## config.mk

```make
export PLATFORM = sky130hd
export DESIGN_NAME = utf16_to_utf8_converter
export DESIGN_NICKNAME = d
export VERILOG_FILES = /design/src/rtl/u2u8_pkg.sv /design/src/rtl/u2u8_encoder.sv /design/src/rtl/u2u8_serializer.sv /design/src/rtl/utf16_to_utf8_converter.sv
export SDC_FILE = /design/constraint.sdc
export NUM_CORES = 1
export LEC_CHECK = 0
export ABC_AREA = 1
export BUFFER_PORTS_ARGS = -buffer_cell sky130_fd_sc_hd__buf_2
export CAP_MARGIN = 20
export CORE_MARGIN = 1.5
export CORE_UTILIZATION = 45
export DETAILED_ROUTE_END_ITERATION = 12
export GPL_TIMING_DRIVEN = 0
export RECOVER_POWER = 50
export SYNTH_ARGS = -nofsm -noshare
export SYNTH_HDL_FRONTEND = slang
export SYNTH_SLANG_ARGS = --single-unit
```

## constraint.sdc

```tcl
create_clock -name clk -period 19.94 [get_ports clk]
set_input_delay 1.994 -clock clk [delete_from_list [all_inputs] [get_ports clk]]
set_output_delay 1.994 -clock clk [all_outputs]
set_load 0.02 [all_outputs]
```

## src/rtl/u2u8_pkg.sv

```systemverilog
// Shared types, constants and UTF-8 encoding helpers for the UTF-16 to UTF-8 converter.
package u2u8_pkg;

  localparam int COUNT_WIDTH_DEF = 16;
  localparam int BURST_MAX       = 7;

  localparam logic [15:0] CAP_RESET   = 16'hFFFF;
  localparam logic [15:0] SUR_HIGH_LO = 16'hD800;
  localparam logic [15:0] SUR_HIGH_HI = 16'hDBFF;
  localparam logic [15:0] SUR_LOW_LO  = 16'hDC00;
  localparam logic [15:0] SUR_LOW_HI  = 16'hDFFF;
  localparam logic [20:0] REPLACEMENT = 21'h00FFFD;
  localparam logic [20:0] SUPP_BASE   = 21'h010000;

  typedef struct packed {
    logic [15:0] code_unit;
    logic        last;
  } in_item_t;

  typedef struct packed {
    logic [7:0] out_byte;
    logic       run_last;
    logic       string_end;
  } out_item_t;

  typedef logic [3:0][7:0] char_bytes_t;

  // Bytes for one request, terminator included when present.
  typedef struct packed {
    logic [BURST_MAX-1:0][7:0] bytes;
    logic [2:0]                count;
    logic                      term;
  } burst_t;

  function automatic logic [2:0] char_len(input logic [20:0] cp);
    logic [2:0] n;
    if (cp < 21'h80) begin
      n = 3'd1;
    end else if (cp < 21'h800) begin
      n = 3'd2;
    end else if (cp < 21'h10000) begin
      n = 3'd3;
    end else begin
      n = 3'd4;
    end
    return n;
  endfunction

  function automatic char_bytes_t char_bytes(input logic [20:0] cp);
    char_bytes_t b;
    b = '0;
    unique case (char_len(cp))
      3'd1: begin
        b[0] = cp[7:0];
      end
      3'd2: begin
        b[0] = 8'hC0 | {3'b000, cp[10:6]};
        b[1] = 8'h80 | {2'b00, cp[5:0]};
      end
      3'd3: begin
        b[0] = 8'hE0 | {4'b0000, cp[15:12]};
        b[1] = 8'h80 | {2'b00, cp[11:6]};
        b[2] = 8'h80 | {2'b00, cp[5:0]};
      end
      default: begin
        b[0] = 8'hF0 | {5'b00000, cp[20:18]};
        b[1] = 8'h80 | {2'b00, cp[17:12]};
        b[2] = 8'h80 | {2'b00, cp[11:6]};
        b[3] = 8'h80 | {2'b00, cp[5:0]};
      end
    endcase
    return b;
  endfunction

endpackage

```

## src/rtl/u2u8_encoder.sv

```systemverilog
// Input register, string state and per-unit transcoding into a byte burst.
module u2u8_encoder
  import u2u8_pkg::*;
#(
  parameter int COUNT_WIDTH = COUNT_WIDTH_DEF
) (
  input  logic        clk,
  input  logic        rst,
  input  logic        in_valid,
  output logic        in_ready,
  input  in_item_t    in_item,
  input  logic        cfg_valid,
  input  logic [15:0] cfg_data,
  output logic        burst_valid,
  input  logic        burst_ready,
  output burst_t      burst
);

  localparam int SW = ((COUNT_WIDTH > 16) ? COUNT_WIDTH : 16) + 1;
  localparam logic [SW-1:0] MAX_COUNT = SW'((64'd1 << COUNT_WIDTH) - 64'd1);

  logic                   held_valid;
  in_item_t               held;
  logic [15:0]            out_capacity;
  logic [9:0]             pending_high;
  logic                   pending_valid;
  logic [COUNT_WIDTH-1:0] bytes_used;
  logic                   halted;

  logic [9:0]             pending_high_next;
  logic                   pending_valid_next;
  logic [COUNT_WIDTH-1:0] bytes_used_next;
  logic                   halted_next;

  logic        consume;
  logic        is_high, is_low, fresh;
  logic [20:0] cp1, cp2;
  logic [2:0]  n1, n2, k1, k2, j;
  logic        req1, req2, e1, e2, halt1, halt2, zero_halt;
  logic [SW-1:0] cap, used0, used1, used2;
  char_bytes_t b1, b2;

  assign consume  = held_valid && burst_ready;
  assign in_ready = !held_valid || consume;

  always_comb begin
    cap = (SW'(out_capacity) < MAX_COUNT) ? SW'(out_capacity) : MAX_COUNT;
    is_high = (held.code_unit >= SUR_HIGH_LO) && (held.code_unit <= SUR_HIGH_HI);
    is_low  = (held.code_unit >= SUR_LOW_LO) && (held.code_unit <= SUR_LOW_HI);
    used0   = SW'(bytes_used);

    // first character: the waiting high surrogate, paired or replaced
    req1  = !halted && pending_valid;
    cp1   = is_low ? (SUPP_BASE + {1'b0, pending_high, held.code_unit[9:0]}) : REPLACEMENT;
    n1    = char_len(cp1);
    b1    = char_bytes(cp1);
    e1    = req1 && ((used0 + SW'(n1)) < cap);
    halt1 = req1 && !e1;
    k1    = e1 ? n1 : 3'd0;
    used1 = used0 + SW'(k1);
    fresh = !(pending_valid && is_low);

    // second character: the unit on its own
    zero_halt = !halted && !halt1 && fresh && (held.code_unit == 16'h0000);
    req2 = !halted && !halt1 && fresh && (held.code_unit != 16'h0000)
           && !(is_high && !held.last);
    cp2  = (is_high || is_low) ? REPLACEMENT : {5'b00000, held.code_unit};
    n2   = char_len(cp2);
    b2   = char_bytes(cp2);
    e2    = req2 && ((used1 + SW'(n2)) < cap);
    halt2 = req2 && !e2;
    k2    = e2 ? n2 : 3'd0;
    used2 = used1 + SW'(k2);

    pending_valid_next = !halted && !halt1 && fresh && is_high && !held.last;
    pending_high_next  = held.code_unit[9:0];
    halted_next        = halted || halt1 || halt2 || zero_halt;
    bytes_used_next    = used2[COUNT_WIDTH-1:0];
    if (held.last) begin
      pending_valid_next = 1'b0;
      pending_high_next  = '0;
      halted_next        = 1'b0;
      bytes_used_next    = '0;
    end

    // pack both characters, then the terminator
    for (int i = 0; i < BURST_MAX; i++) begin
      j = 3'(i) - k1;
      if (3'(i) < k1) begin
        burst.bytes[i] = b1[2'(i)];
      end else if (j < k2) begin
        burst.bytes[i] = b2[j[1:0]];
      end else begin
        burst.bytes[i] = 8'h00;
      end
    end
    burst.count = k1 + k2 + {2'b00, held.last};
    burst.term  = held.last;
  end

  assign burst_valid = held_valid && (burst.count != 3'd0);

  always_ff @(posedge clk) begin
    if (rst) begin
      held_valid    <= 1'b0;
      out_capacity  <= CAP_RESET;
      pending_high  <= '0;
      pending_valid <= 1'b0;
      bytes_used    <= '0;
      halted        <= 1'b0;
    end else begin
      if (cfg_valid) begin
        out_capacity <= cfg_data;
      end
      if (consume) begin
        pending_high  <= pending_high_next;
        pending_valid <= pending_valid_next;
        bytes_used    <= bytes_used_next;
        halted        <= halted_next;
      end
      if (in_valid && in_ready) begin
        held_valid <= 1'b1;
      end else if (consume) begin
        held_valid <= 1'b0;
      end
    end
  end

  always_ff @(posedge clk) begin
    if (in_valid && in_ready) begin
      held <= in_item;
    end
  end

endmodule

```

## src/rtl/u2u8_serializer.sv

```systemverilog
// Byte burst buffer that drives the output channel one byte per cycle while out_ready is high.
module u2u8_serializer
  import u2u8_pkg::*;
(
  input  logic      clk,
  input  logic      rst,
  input  logic      burst_valid,
  output logic      burst_ready,
  input  burst_t    burst,
  output logic      out_valid,
  input  logic      out_ready,
  output out_item_t out_item
);

  logic                      buf_valid;
  logic [BURST_MAX-1:0][7:0] bytes;
  logic [2:0]                count;
  logic [2:0]                idx;
  logic                      term;
  logic                      take, at_end;

  assign take        = buf_valid && out_ready;
  assign at_end      = (idx == (count - 3'd1));
  assign burst_ready = !buf_valid || (take && at_end);

  assign out_valid           = buf_valid;
  assign out_item.out_byte   = bytes[idx];
  assign out_item.run_last   = at_end;
  assign out_item.string_end = at_end && term;

  always_ff @(posedge clk) begin
    if (rst) begin
      buf_valid <= 1'b0;
      idx       <= '0;
    end else if (burst_valid && burst_ready) begin
      buf_valid <= 1'b1;
      idx       <= '0;
    end else if (take) begin
      if (at_end) begin
        buf_valid <= 1'b0;
      end else begin
        idx <= idx + 3'd1;
      end
    end
  end

  always_ff @(posedge clk) begin
    if (burst_valid && burst_ready) begin
      bytes <= burst.bytes;
      count <= burst.count;
      term  <= burst.term;
    end
  end

endmodule

```

## src/rtl/utf16_to_utf8_converter.sv

```systemverilog
// Top level: UTF-16 code units in, UTF-8 bytes out, with bounded output capacity.
// A request is taken into the input register, transcoded, and loaded into the output
// buffer once that buffer is free, where its first byte is offered.
// Each request yields N bytes (0 to 7) on the single-byte output port; the input
// register takes the next request while the output buffer drains the last one.
// Reset (rst, synchronous): clear pending surrogate, byte count, halt flag and both
// stages; out_capacity returns to 65535.
module utf16_to_utf8_converter
  import u2u8_pkg::*;
#(
  parameter int COUNT_WIDTH = COUNT_WIDTH_DEF
) (
  input  logic        clk,
  input  logic        rst,
  input  logic        in_valid,
  output logic        in_ready,
  input  in_item_t    in_item,
  output logic        out_valid,
  input  logic        out_ready,
  output out_item_t   out_item,
  input  logic        cfg_valid,
  output logic        cfg_ready,
  input  logic [15:0] cfg_data
);

  // Burst handoff between the transcoder and the output buffer.
  logic   burst_valid;
  logic   burst_ready;
  burst_t burst;

  // Capacity writes land in the next cycle; always take them.
  assign cfg_ready = 1'b1;

  // Hold one code unit, track surrogate and capacity state, and build the
  // bytes for each request in a single pass.
  u2u8_encoder #(
    .COUNT_WIDTH(COUNT_WIDTH)
  ) u_encoder (
    .clk        (clk),
    .rst        (rst),
    .in_valid   (in_valid),
    .in_ready   (in_ready),
    .in_item    (in_item),
    .cfg_valid  (cfg_valid && cfg_ready),
    .cfg_data   (cfg_data),
    .burst_valid(burst_valid),
    .burst_ready(burst_ready),
    .burst      (burst)
  );

  // Drain the burst one byte per cycle while out_ready is high; accept the
  // next burst as the last byte leaves, so requests flow without bubbles.
  u2u8_serializer u_serializer (
    .clk        (clk),
    .rst        (rst),
    .burst_valid(burst_valid),
    .burst_ready(burst_ready),
    .burst      (burst),
    .out_valid  (out_valid),
    .out_ready  (out_ready),
    .out_item   (out_item)
  );

  // The terminator is always the final byte of its request.
  a_end_is_last: assert property (@(posedge clk) disable iff (rst)
    out_valid && out_item.string_end |-> out_item.run_last)
    else $error("string_end without run_last");

  // An empty burst must never be handed to the output buffer.
  a_burst_nonempty: assert property (@(posedge clk) disable iff (rst)
    burst_valid && burst_ready |-> (burst.count != 3'd0))
    else $error("empty burst handed off");

  // Both stages come out of reset empty, so input is taken at once.
  a_ready_after_reset: assert property (@(posedge clk)
    $past(rst) |-> (in_ready && !out_valid))
    else $error("not ready after reset");

endmodule
```

==> flow_metrics.tcl, run 1 <==
set metrics [dict create \
    power_density_nw_per_um2 75.3 \
    cts_resized 0 \
    fin_cells 1521 \
    worstPathBufferInverterCount 7 \
    firstDrtPassIters 5 \
    synthMuxAreaShare 0 \
    fp.dieW_um 143 \
    synth_top_area_share 0.264 \
    cts_made_buffers 17 \
    path_clk_slew_ns 0.07 \
    synth-edff-count 77 \
    drc 0 \
    cts_setup_buffers 0 \
    syn_nets 1277 \
    crit_path_end_kind "flop" \
    die_y_um 143 \
    min_to "u_encoder.pending_high[5]$_SDFFE_PP0P_" \
    nets 1345 \
    synth_area_sq_um 8770 \
    port_buffers 48 \
    synth_top_family_by_area "simple AND/OR/NAND/NOR gates" \
    synth_top_area_cell "edfxtp_1" \
    clk_latency_ns 0.43 \
    placed_cells 1489 \
    dp_hpwl_um 19400 \
    grt_pass1_vias 7251 \
    synth.avg_cell_area_sq_um 7.44 \
    wire_per_inst_um 16.0 \
    grt_pass1_wl_um 38400 \
    dieArea_sq_um 20300 \
    synth-simple-area-share 0.266 \
    core.rowCount 50 \
    cts_root_buf "clkbuf_16" \
    vdd_drop_max_uv 63.4 \
    critical-path-slowest-cell "clkbuf_1" \
    r2r_cells 65 \
    via_per_inst 5.13 \
    leakage_nw 4.55 \
    cts_tree "done" \
    cts.htree.levels 4 \
    synthToLayoutAreaGrowth_pct 12.9 \
    antenna_found_initial 0 \
    core_sq_um 18900 \
    status "finished clean" \
    postLayoutCoreUtil 0.524 \
    min_path_type "reg -> reg" \
    synthFlopType "edfxtp_1" \
    synth_seq_area_share 0.375 \
    min_from "u_encoder.pending_high[5]$_SDFFE_PP0P_" \
    synthTopCellsByCount "284 x nand2_1, 147 x inv_1, 142 x nor2_1, 81 x o21ai_0, 77 x edfxtp_1" \
    clock_sinks 126 \
    io_pins 51 \
    grt-ovfl-total 0 \
    max_clock_freq_ghz 0.0831 \
    r2r_end "u_encoder.bytes_used[14]$_SDFFE_PP0P_" \
    grt_usage 0.248 \
    cpPeakStageDelay_ns 0.71 \
    holdWs_ns 0.469 \
    grt_setup_unrepaired "false" \
    async_flop_share 0 \
    tightest_slew_ns 0.920 \
    synth_cell_type_count 54 \
    ys_ff_latch 126 \
    drv_slew 0 \
    finalSetupTns_ns 0 \
    synth_adder_area_share 0.0893 \
    ys.warnings.count 0 \
    startpoint_type "flop" \
    fin_crit_sh 0.603 \
    via_count 7797 \
    drt-total-wl_um 24300 \
    place.gp.congestion 0.951 \
    cp.arrival_ns 12.38 \
    fin_worst_skew_ns 0.0149 \
    cap_violations 0 \
    ctsHoldBuffers 0 \
    crit_top_cell "nand2_1" \
    drive_above_1_share 0.0928 \
    drtIter0Drc 604 \
    drtAntennaViolNets 0 \
    slew_headroom 0.387 \
    netlist_instances 1180 \
    fin_ws_ns 7.91 \
    pre_cts_ws_ns 8.96 \
    r2r_setup_slack_ns 7.91 \
    initial_core_util 0.464 \
    min_path_cells 2 \
    crit_family "simple AND/OR/NAND/NOR gates" \
    final_hold_viol_count 0 \
    synth_compound_area_frac 0.138 \
    synth-xor-area-share 0.0429 \
    path_class "reg -> reg" \
    antennaDiodeCount 0 \
    setup_viol 0 \
    r2r-start "u_encoder.held[14]$_DFFE_PP_" \
    cts.path.max_buffers 2 \
    finalCriticalPeriod_ns 12.03 \
    synth_area_leaders "edfxtp_1 26%, nand2_1 12%, dfxtp_1 11%" \
    grt_start_max_net_pins 43 \
    crit_fanout 15 \
    yosysMostFrequentCell "nand2_1" \
    crit_required_ns 20.29 \
]
where the power goes:
part	switching, mW	internal (mW)
sequential	0.00782	0.299
clock	0.138	0.178
combinational	0.0840	0.0391
total	0.230	0.516
kinds of logic after synthesis:
| kind of cell | after synthesis |
|---|---|
| adders and majority gates | 59 |
| buffers and inverters | 192 |
| and+or+nand+nor | 543 |
| AOI/OAI and AO/OA | 216 |
| other | 1 |
| DFF | 126 |
| xor gates and xnor gates | 43 |
metal layers:
layer  share of wire  track usage  wire length (um)  vias up
met2            0.43        0.381             10500      226
met5               0            0                 0        -
met1            0.50        0.363             12200     3508
met3           0.055       0.0402              1330       25
met4           0.012       0.0662               291        0
li1                -            -                 -     4038
flip-flops by register name, summed over array words and instances, names as in the netlist:
name	count
u_serializer.idx	3
u_serializer.bytes	56
u_serializer.out_valid	1
u_encoder.halted	1
u_encoder.bytes_used	16
u_serializer.count	3
u_encoder.pending_high	10
u_encoder.held_valid	1
u_serializer.term	1
u_encoder.burst	1
u_encoder.pending_valid	1
u_encoder.out_capacity	16
u_encoder.held	16
worst min-delay path, delay by kind of cell, from the launching register on:
kind               cells  cell delay (ns)
and+or+nand+nor        1             0.06
DFF                    1             0.31
AOI/OAI and AO/OA      1             0.06
cells in the final DEF, fill, tap and decap left out, drive strengths merged, types with 35 or more instances in the layout:
cell type,instances
edfxtp,77
nand3,57
o21ai,87
xor2,35
dfxtp,49
clkbuf,55
a21oi,75
ha,53
nor2,151
buf,46
nand2,291
inv,164
cell type report:
| type | count | area [sq um] |
|---|---|---|
| buffer | 35 | 171 |
| clock buffer | 17 | 425 |
| clock inverter | 15 | 169 |
| fill | 1933 | 8990 |
| inverter | 157 | 594 |
| multi-input combinational | 862 | 4680 |
| sequential | 126 | 3290 |
| tap | 260 | 325 |
| timing repair buffer | 49 | 245 |
stage by stage:
step           total power [mW]  area [sq um]
3_5_place_dp              0.435          9360
2_1_floorplan             0.395          8770
5_1_grt                   0.777          9910
4_1_cts                   0.749          9950
3_3_place_gp              0.433          9340
6_report                  0.746          9910
worst max-delay path by stage:
stage,start,end,slack (ns),cells after the start
6_report,u_encoder.held[14]$_DFFE_PP_,u_encoder.bytes_used[14]$_SDFFE_PP0P_,7.91,65
3_5_place_dp,u_encoder.held[14]$_DFFE_PP_,u_encoder.bytes_used[14]$_SDFFE_PP0P_,8.96,67
2_1_floorplan,u_encoder.held[14]$_DFFE_PP_,u_serializer.bytes[0]$_DFFE_PP_,10.47,59
3_3_place_gp,u_encoder.held[14]$_DFFE_PP_,u_serializer.bytes[4]$_DFFE_PP_,8.05,63
5_1_grt,u_encoder.held[14]$_DFFE_PP_,u_encoder.bytes_used[14]$_SDFFE_PP0P_,6.73,66
4_1_cts,u_encoder.held[14]$_DFFE_PP_,u_encoder.bytes_used[14]$_SDFFE_PP0P_,8.85,65
Note: power is estimated with default switching activity, not from simulation.
==> inputs of run 2 (changes only) <==
Settings changed: ABC_AREA 1 to 0.
Clock period 19.94 ns to 10.7 ns, I/O delays scaled along.
==> run 2 against run 1 <==
  * Non-clock buffer count is 35 higher
  * Cell count is 13% lower
  * Largest power group unchanged
  * Clock skew down 0.0027 ns
  * Critical endpoint is now u_serializer.bytes[53]$_SDFFCE_PP0P_
==> flow_metrics.tcl, run 2 <==
set metrics [dict create \
    grt_pass1_vias 6940 \
    tightest_slew_ns 0.948 \
    synth_top_area_cell "edfxtp_1" \
    final_common_cell "nor2_1" \
    synthToLayoutAreaGrowth_pct 16.6 \
    seq_area_sq_um 3290 \
    setup_viol 0 \
    drt-total-wl_um 25400 \
    drv_slew 0 \
    cp.arrival_ns 10.45 \
    final_hold_viol_count 0 \
    synthFlopType "edfxtp_1" \
    cts.path.max_buffers 2 \
    synth_area_leaders "edfxtp_1 26%, dfxtp_1 11%, ha_1 7.5%" \
    slew_headroom 0.362 \
    clk_latency_ns 0.44 \
    max_clock_freq_ghz 0.0975 \
    syn_nets 1058 \
    finalSetupTns_ns 0 \
    ctsHoldBuffers 0 \
    antennaDiodeCount 0 \
    crit_path_end_kind "flop" \
    fin_crit_sh 0.959 \
    largest_register_ffs 56 \
    grt-ovfl-total 0 \
    ys_ff_latch 126 \
    core_sq_um 19400 \
    min_path_type "reg -> reg" \
    cap_violations 0 \
    initial_core_util 0.457 \
    nets 1139 \
    drive_above_1_share 0.169 \
    final_cell_mix "101 x nor2_1, 79 x a21oi_1, 77 x edfxtp_1" \
    wire_per_inst_um 19.3 \
    path_class "reg -> reg" \
    cpPeakStageDelay_ns 0.45 \
    power_density_nw_per_um2 121 \
    grt_pass1_wl_um 39200 \
    drtIter0Drc 872 \
    synth_top_area_share 0.261 \
    crit_family "simple AND/OR/NAND/NOR gates" \
    startpoint_type "flop" \
    synth_seq_area_share 0.371 \
    fp.dieW_um 143 \
    finalInstanceArea_sq_um 10300 \
    grt_start_max_net_pins 28 \
    core.rowCount 51 \
    firstDrtPassIters 5 \
    pre_cts_ws_ns -1.06 \
    num-fill-cells 1847 \
    fin_cells 1320 \
    holdWs_ns 0.496 \
    routed-wl-met2_um 10700 \
    place_area_sq_um 9520 \
    critical-path-slowest-cell "fa_1" \
    fin_ws_ns 0.443 \
    fin_worst_skew_ns 0.0122 \
    largest_register "u_serializer.bytes" \
    cts_root_buf "clkbuf_16" \
    crit_required_ns 10.89 \
    worstPathBufferInverterCount 9 \
    antenna_found_initial 0 \
    via_per_inst 5.83 \
    grt_usage 0.250 \
    synth-edff-count 77 \
    postLayoutCoreUtil 0.533 \
    synth.avg_cell_area_sq_um 9.23 \
    dieArea_sq_um 20600 \
    drtAntennaViolNets 0 \
    dr.max_layer_used "met4" \
    netlist_instances 961 \
    cts_made_buffers 17 \
    cts.htree.levels 4 \
    ys.warnings.count 0 \
    clock_sinks 126 \
    vdd_drop_max_uv 111 \
    crit_fanout 27 \
    finalCriticalPeriod_ns 10.26 \
    wl_met3_um 1940 \
    die_y_um 143 \
    wl_met1_um 12300 \
    p_total_mw 1.25 \
    dp_hpwl_um 18900 \
    port_buffers 48 \
    cts_tree "done" \
    via_count 7694 \
    async_flop_share 0 \
    leakage_nw 4.15 \
    status "finished clean" \
    placed_cells 1277 \
    yosysMostFrequentCell "nor2_1" \
    multi_input_area_sq_um 5290 \
    synth_cell_type_count 89 \
    synthTopCellsByCount "104 x nor2_1, 82 x a21oi_1, 77 x edfxtp_1, 63 x nand2_1, 53 x ha_1" \
    drc 0 \
    io_pins 51 \
    place.gp.congestion 0.921 \
    path_clk_slew_ns 0.06 \
    synth_area_sq_um 8870 \
]
## run 2: cell types whose count changed in the layout (fill, tap and decap cells not counted), sizes merged, moves of 12 or more
cell	previous run	this run
xnor2	8	40
nor3	13	38
mux2i	0	20
nor2	151	106
a21o	0	16
nand2	291	64
nand3	57	20
or3	1	15
o21ai	87	30
xor2	35	13
buf	46	73
inv	164	57
o211ai	5	25
nor3b	0	12
## run 2: logic make-up (layout without fill, tap and decap cells)
family                   after synthesis  after routing  synth area share
AND/OR/NAND/NOR                      324            324             0.185
buffers and inverters                106            200            0.0519
flip-flops                           126            126             0.371
AO/OA/AOI/OAI                        255            255             0.194
adder cells (fa/ha/maj)               59             59            0.0883
other                                  1              1          0.000423
XOR/XNOR                              54             54            0.0559
multiplexers                          36             36            0.0535
## run 2: layout make-up
| cell class | instances | share of cell area |
|---|---|---|
| Sequential cell | 126 | 0.319 |
| Clock buffer | 17 | 0.0411 |
| Tap cell | 265 | 0.0321 |
| Clock inverter | 15 | 0.0143 |
| Timing Repair Buffer | 64 | 0.0374 |
| Buffer | 55 | 0.0267 |
| Inverter | 49 | 0.0178 |
| Multi-Input combinational cell | 729 | 0.512 |
## run 2: metal layers
layer | GRT usage | up-vias
met4 | 0.0666 | 0
li1 | - | 3730
met1 | 0.388 | 3618
met5 | 0 | -
met3 | 0.0397 | 35
met2 | 0.357 | 311
## run 2: final timing paths
kind	startpoint	end	slack [ns]	depth (start not counted)
max	u_encoder.pending_high[7]$_SDFFE_PP0P_	u_serializer.bytes[53]$_SDFFCE_PP0P_	0.44	47
min	u_encoder.pending_valid$_SDFFE_PP0P_	u_encoder.pending_valid$_SDFFE_PP0P_	0.50	2
max reg2reg	u_encoder.pending_high[7]$_SDFFE_PP0P_	u_serializer.bytes[53]$_SDFFCE_PP0P_	0.44	47
min reg2reg	u_encoder.pending_valid$_SDFFE_PP0P_	u_encoder.pending_valid$_SDFFE_PP0P_	0.50	2
## run 2: what timing repair did
| item | in CTS | in global routing |
|---|---|---|
| setup endpoints to repair | 137 | 137 |
| setup buffers | 5 | 7 |
| gates resized for setup | 7 | 31 |
| cloned | 0 | 1 |
| pin swaps | 4 | 7 |
## run 2: report_power, final
part	switching, mW	internal [mW]
registers	0.00999	0.535
logic	0.0851	0.0519
clock network	0.262	0.308
## run 2: worst reg2reg max path: cells and delay by family, from the launching register on
family | cells | cell delay [ns]
AOI/OAI and AO/OA | 12 | 2.72
and+or+nand+nor | 16 | 2.73
xor gates and xnor gates | 3 | 0.57
DFF | 1 | 0.34
buffers and inverters | 9 | 1.33
adders and majority gates | 7 | 2.33
==> inputs of run 3 (changes only) <==
Settings changed: RECOVER_POWER 50 to not set.
==> run 3 against run 2 <==
  * Via count hardly changed
  * Global-route usage stayed put
  * Sequential power barely moved
  * Cell area is 0.29% higher
  * Count of clock-buffer cells in the layout is the same
  * Clock power is essentially flat
  * Clock skew increased by 0.00056 ns
  * Critical path type unchanged
  * Highest routed layer unchanged
==> flow_metrics.tcl, run 3 (synthesis results as in run 2) <==
set metrics [dict create \
    core_sq_um 19400 \
    place_area_sq_um 9520 \
    cp.arrival_ns 10.43 \
    via_per_inst 5.83 \
    slew_headroom 0.332 \
    placed_cells 1277 \
    antennaDiodeCount 0 \
    place.gp.congestion 0.921 \
    finalInstanceArea_sq_um 10400 \
    drc 0 \
    port_buffers 48 \
    p_total_mw 1.25 \
    final_hold_viol_count 0 \
    cap_violations 0 \
    drtAntennaViolNets 0 \
    crit_fanout 27 \
    min_path_type "reg -> reg" \
    setup_viol 0 \
    vdd_drop_max_uv 109 \
    clock_sinks 126 \
    via_count 7690 \
    tightest_slew_ns 0.993 \
    drive_above_1_share 0.182 \
    dp_hpwl_um 18900 \
    fin_cells 1320 \
    cts_root_buf "clkbuf_16" \
    grt_usage 0.250 \
    max_clock_freq_ghz 0.0976 \
    nets 1139 \
    status "finished clean" \
    final_cell_mix "101 x nor2_1, 79 x a21oi_1, 77 x edfxtp_1" \
    postLayoutCoreUtil 0.535 \
    cpPeakStageDelay_ns 0.45 \
    clk_latency_ns 0.43 \
    synthToLayoutAreaGrowth_pct 16.9 \
    cts.path.max_buffers 2 \
    grt_pass1_vias 6940 \
    leakage_nw 4.19 \
    fin_worst_skew_ns 0.0128 \
    path_clk_slew_ns 0.06 \
    fin_crit_sh 0.958 \
    num-fill-cells 1839 \
    wire_per_inst_um 19.1 \
    startpoint_type "flop" \
    final_common_cell "nor2_1" \
    drt-total-wl_um 25200 \
    crit_path_end_kind "flop" \
    drtIter0Drc 867 \
    cts_made_buffers 17 \
    critical-path-slowest-cell "fa_1" \
    grt-ovfl-total 0 \
    die_y_um 143 \
    crit_required_ns 10.88 \
    antenna_found_initial 0 \
    r2r_setup_slack_ns 0.45 \
    pre_cts_ws_ns -1.06 \
    largest_register "u_serializer.bytes" \
    path_class "reg -> reg" \
    finalCriticalPeriod_ns 10.25 \
    cts.htree.levels 4 \
    fin_ws_ns 0.453 \
    cts_tree "done" \
    largest_register_ffs 56 \
    drv_slew 0 \
    dieArea_sq_um 20600 \
    grt_start_max_net_pins 28 \
    initial_core_util 0.457 \
    core.rowCount 51 \
    ctsHoldBuffers 0 \
    io_pins 51 \
    power_density_nw_per_um2 121 \
    firstDrtPassIters 8 \
    grt_pass1_wl_um 39200 \
    fp.dieW_um 143 \
]
[run 3: changes by cell type in the layout (fill, tap and decap cells not counted), sizes merged]
cell    delta
buf       +12
clkbuf    -12
[run 3: critical path, delay by kind of cell, from the launching register on]
| family | cells | cell delay, ns |
|---|---|---|
| compound gates | 12 | 2.69 |
| buf+inv | 9 | 1.33 |
| xor+xnor | 3 | 0.57 |
| fa+ha+maj | 7 | 2.33 |
| simple gates | 16 | 2.68 |
| flops | 1 | 0.34 |
[run 3: path summary, 6_finish.rpt]
path                                                        startpoint  cells past startpoint                              endpoint
worst min register to register    u_encoder.pending_valid$_SDFFE_PP0P_                      2  u_encoder.pending_valid$_SDFFE_PP0P_
worst min-delay path              u_encoder.pending_valid$_SDFFE_PP0P_                      2  u_encoder.pending_valid$_SDFFE_PP0P_
worst max-delay path            u_encoder.pending_high[7]$_SDFFE_PP0P_                     47  u_serializer.bytes[53]$_SDFFCE_PP0P_
worst max register to register  u_encoder.pending_high[7]$_SDFFE_PP0P_                     47  u_serializer.bytes[53]$_SDFFCE_PP0P_
[run 3: power by group]
group / switching (mW) / total, mW / internal, mW
Sequential: 0.0101 / 0.545 / 0.535
Combinational: 0.0852 / 0.139 / 0.0533
Clock: 0.259 / 0.568 / 0.309
Total: 0.355 / 1.25 / 0.897
[run 3: layout make-up]
class,count,area [sq um],share of cell area
well taps,265,332,0.0320
clock buffers,17,425,0.0410
multi-input cells,729,5300,0.511
inverters,49,184,0.0177
clock inverters,15,148,0.0142
plain buffers,55,278,0.0268
flip-flops and latches,126,3290,0.318
repair buffers,64,410,0.0396
[run 3: layer usage]
layer / GRT usage / up-vias / share of wire
met5: 0 / - / 0
met2: 0.357 / 270 / 0.43
met1: 0.388 / 3661 / 0.49
li1: - / 3726 / -
met3: 0.0397 / 33 / 0.067
met4: 0.0666 / 0 / 0.015
[run 3: repair_timing]
action	4_1_cts	5_1_grt
setup endpoints to repair	137	137
gates cloned	0	1
resized for setup	7	31
setup buffers	5	7
pin swaps	4	7
hold endpoints to repair	0	0
[run 3: stage by stage]
| step | hold slack (ns) | TNS (ns) |
|---|---|---|
| 6_report | 0.497 | 0 |
| 5_1_grt | 0.522 | -6.22 |
| 3_5_place_dp | 0.487 | -81.26 |
| 4_1_cts | 0.496 | 0 |
| 3_3_place_gp | 0.475 | -139.19 |
| 2_1_floorplan | 0.424 | 0 |
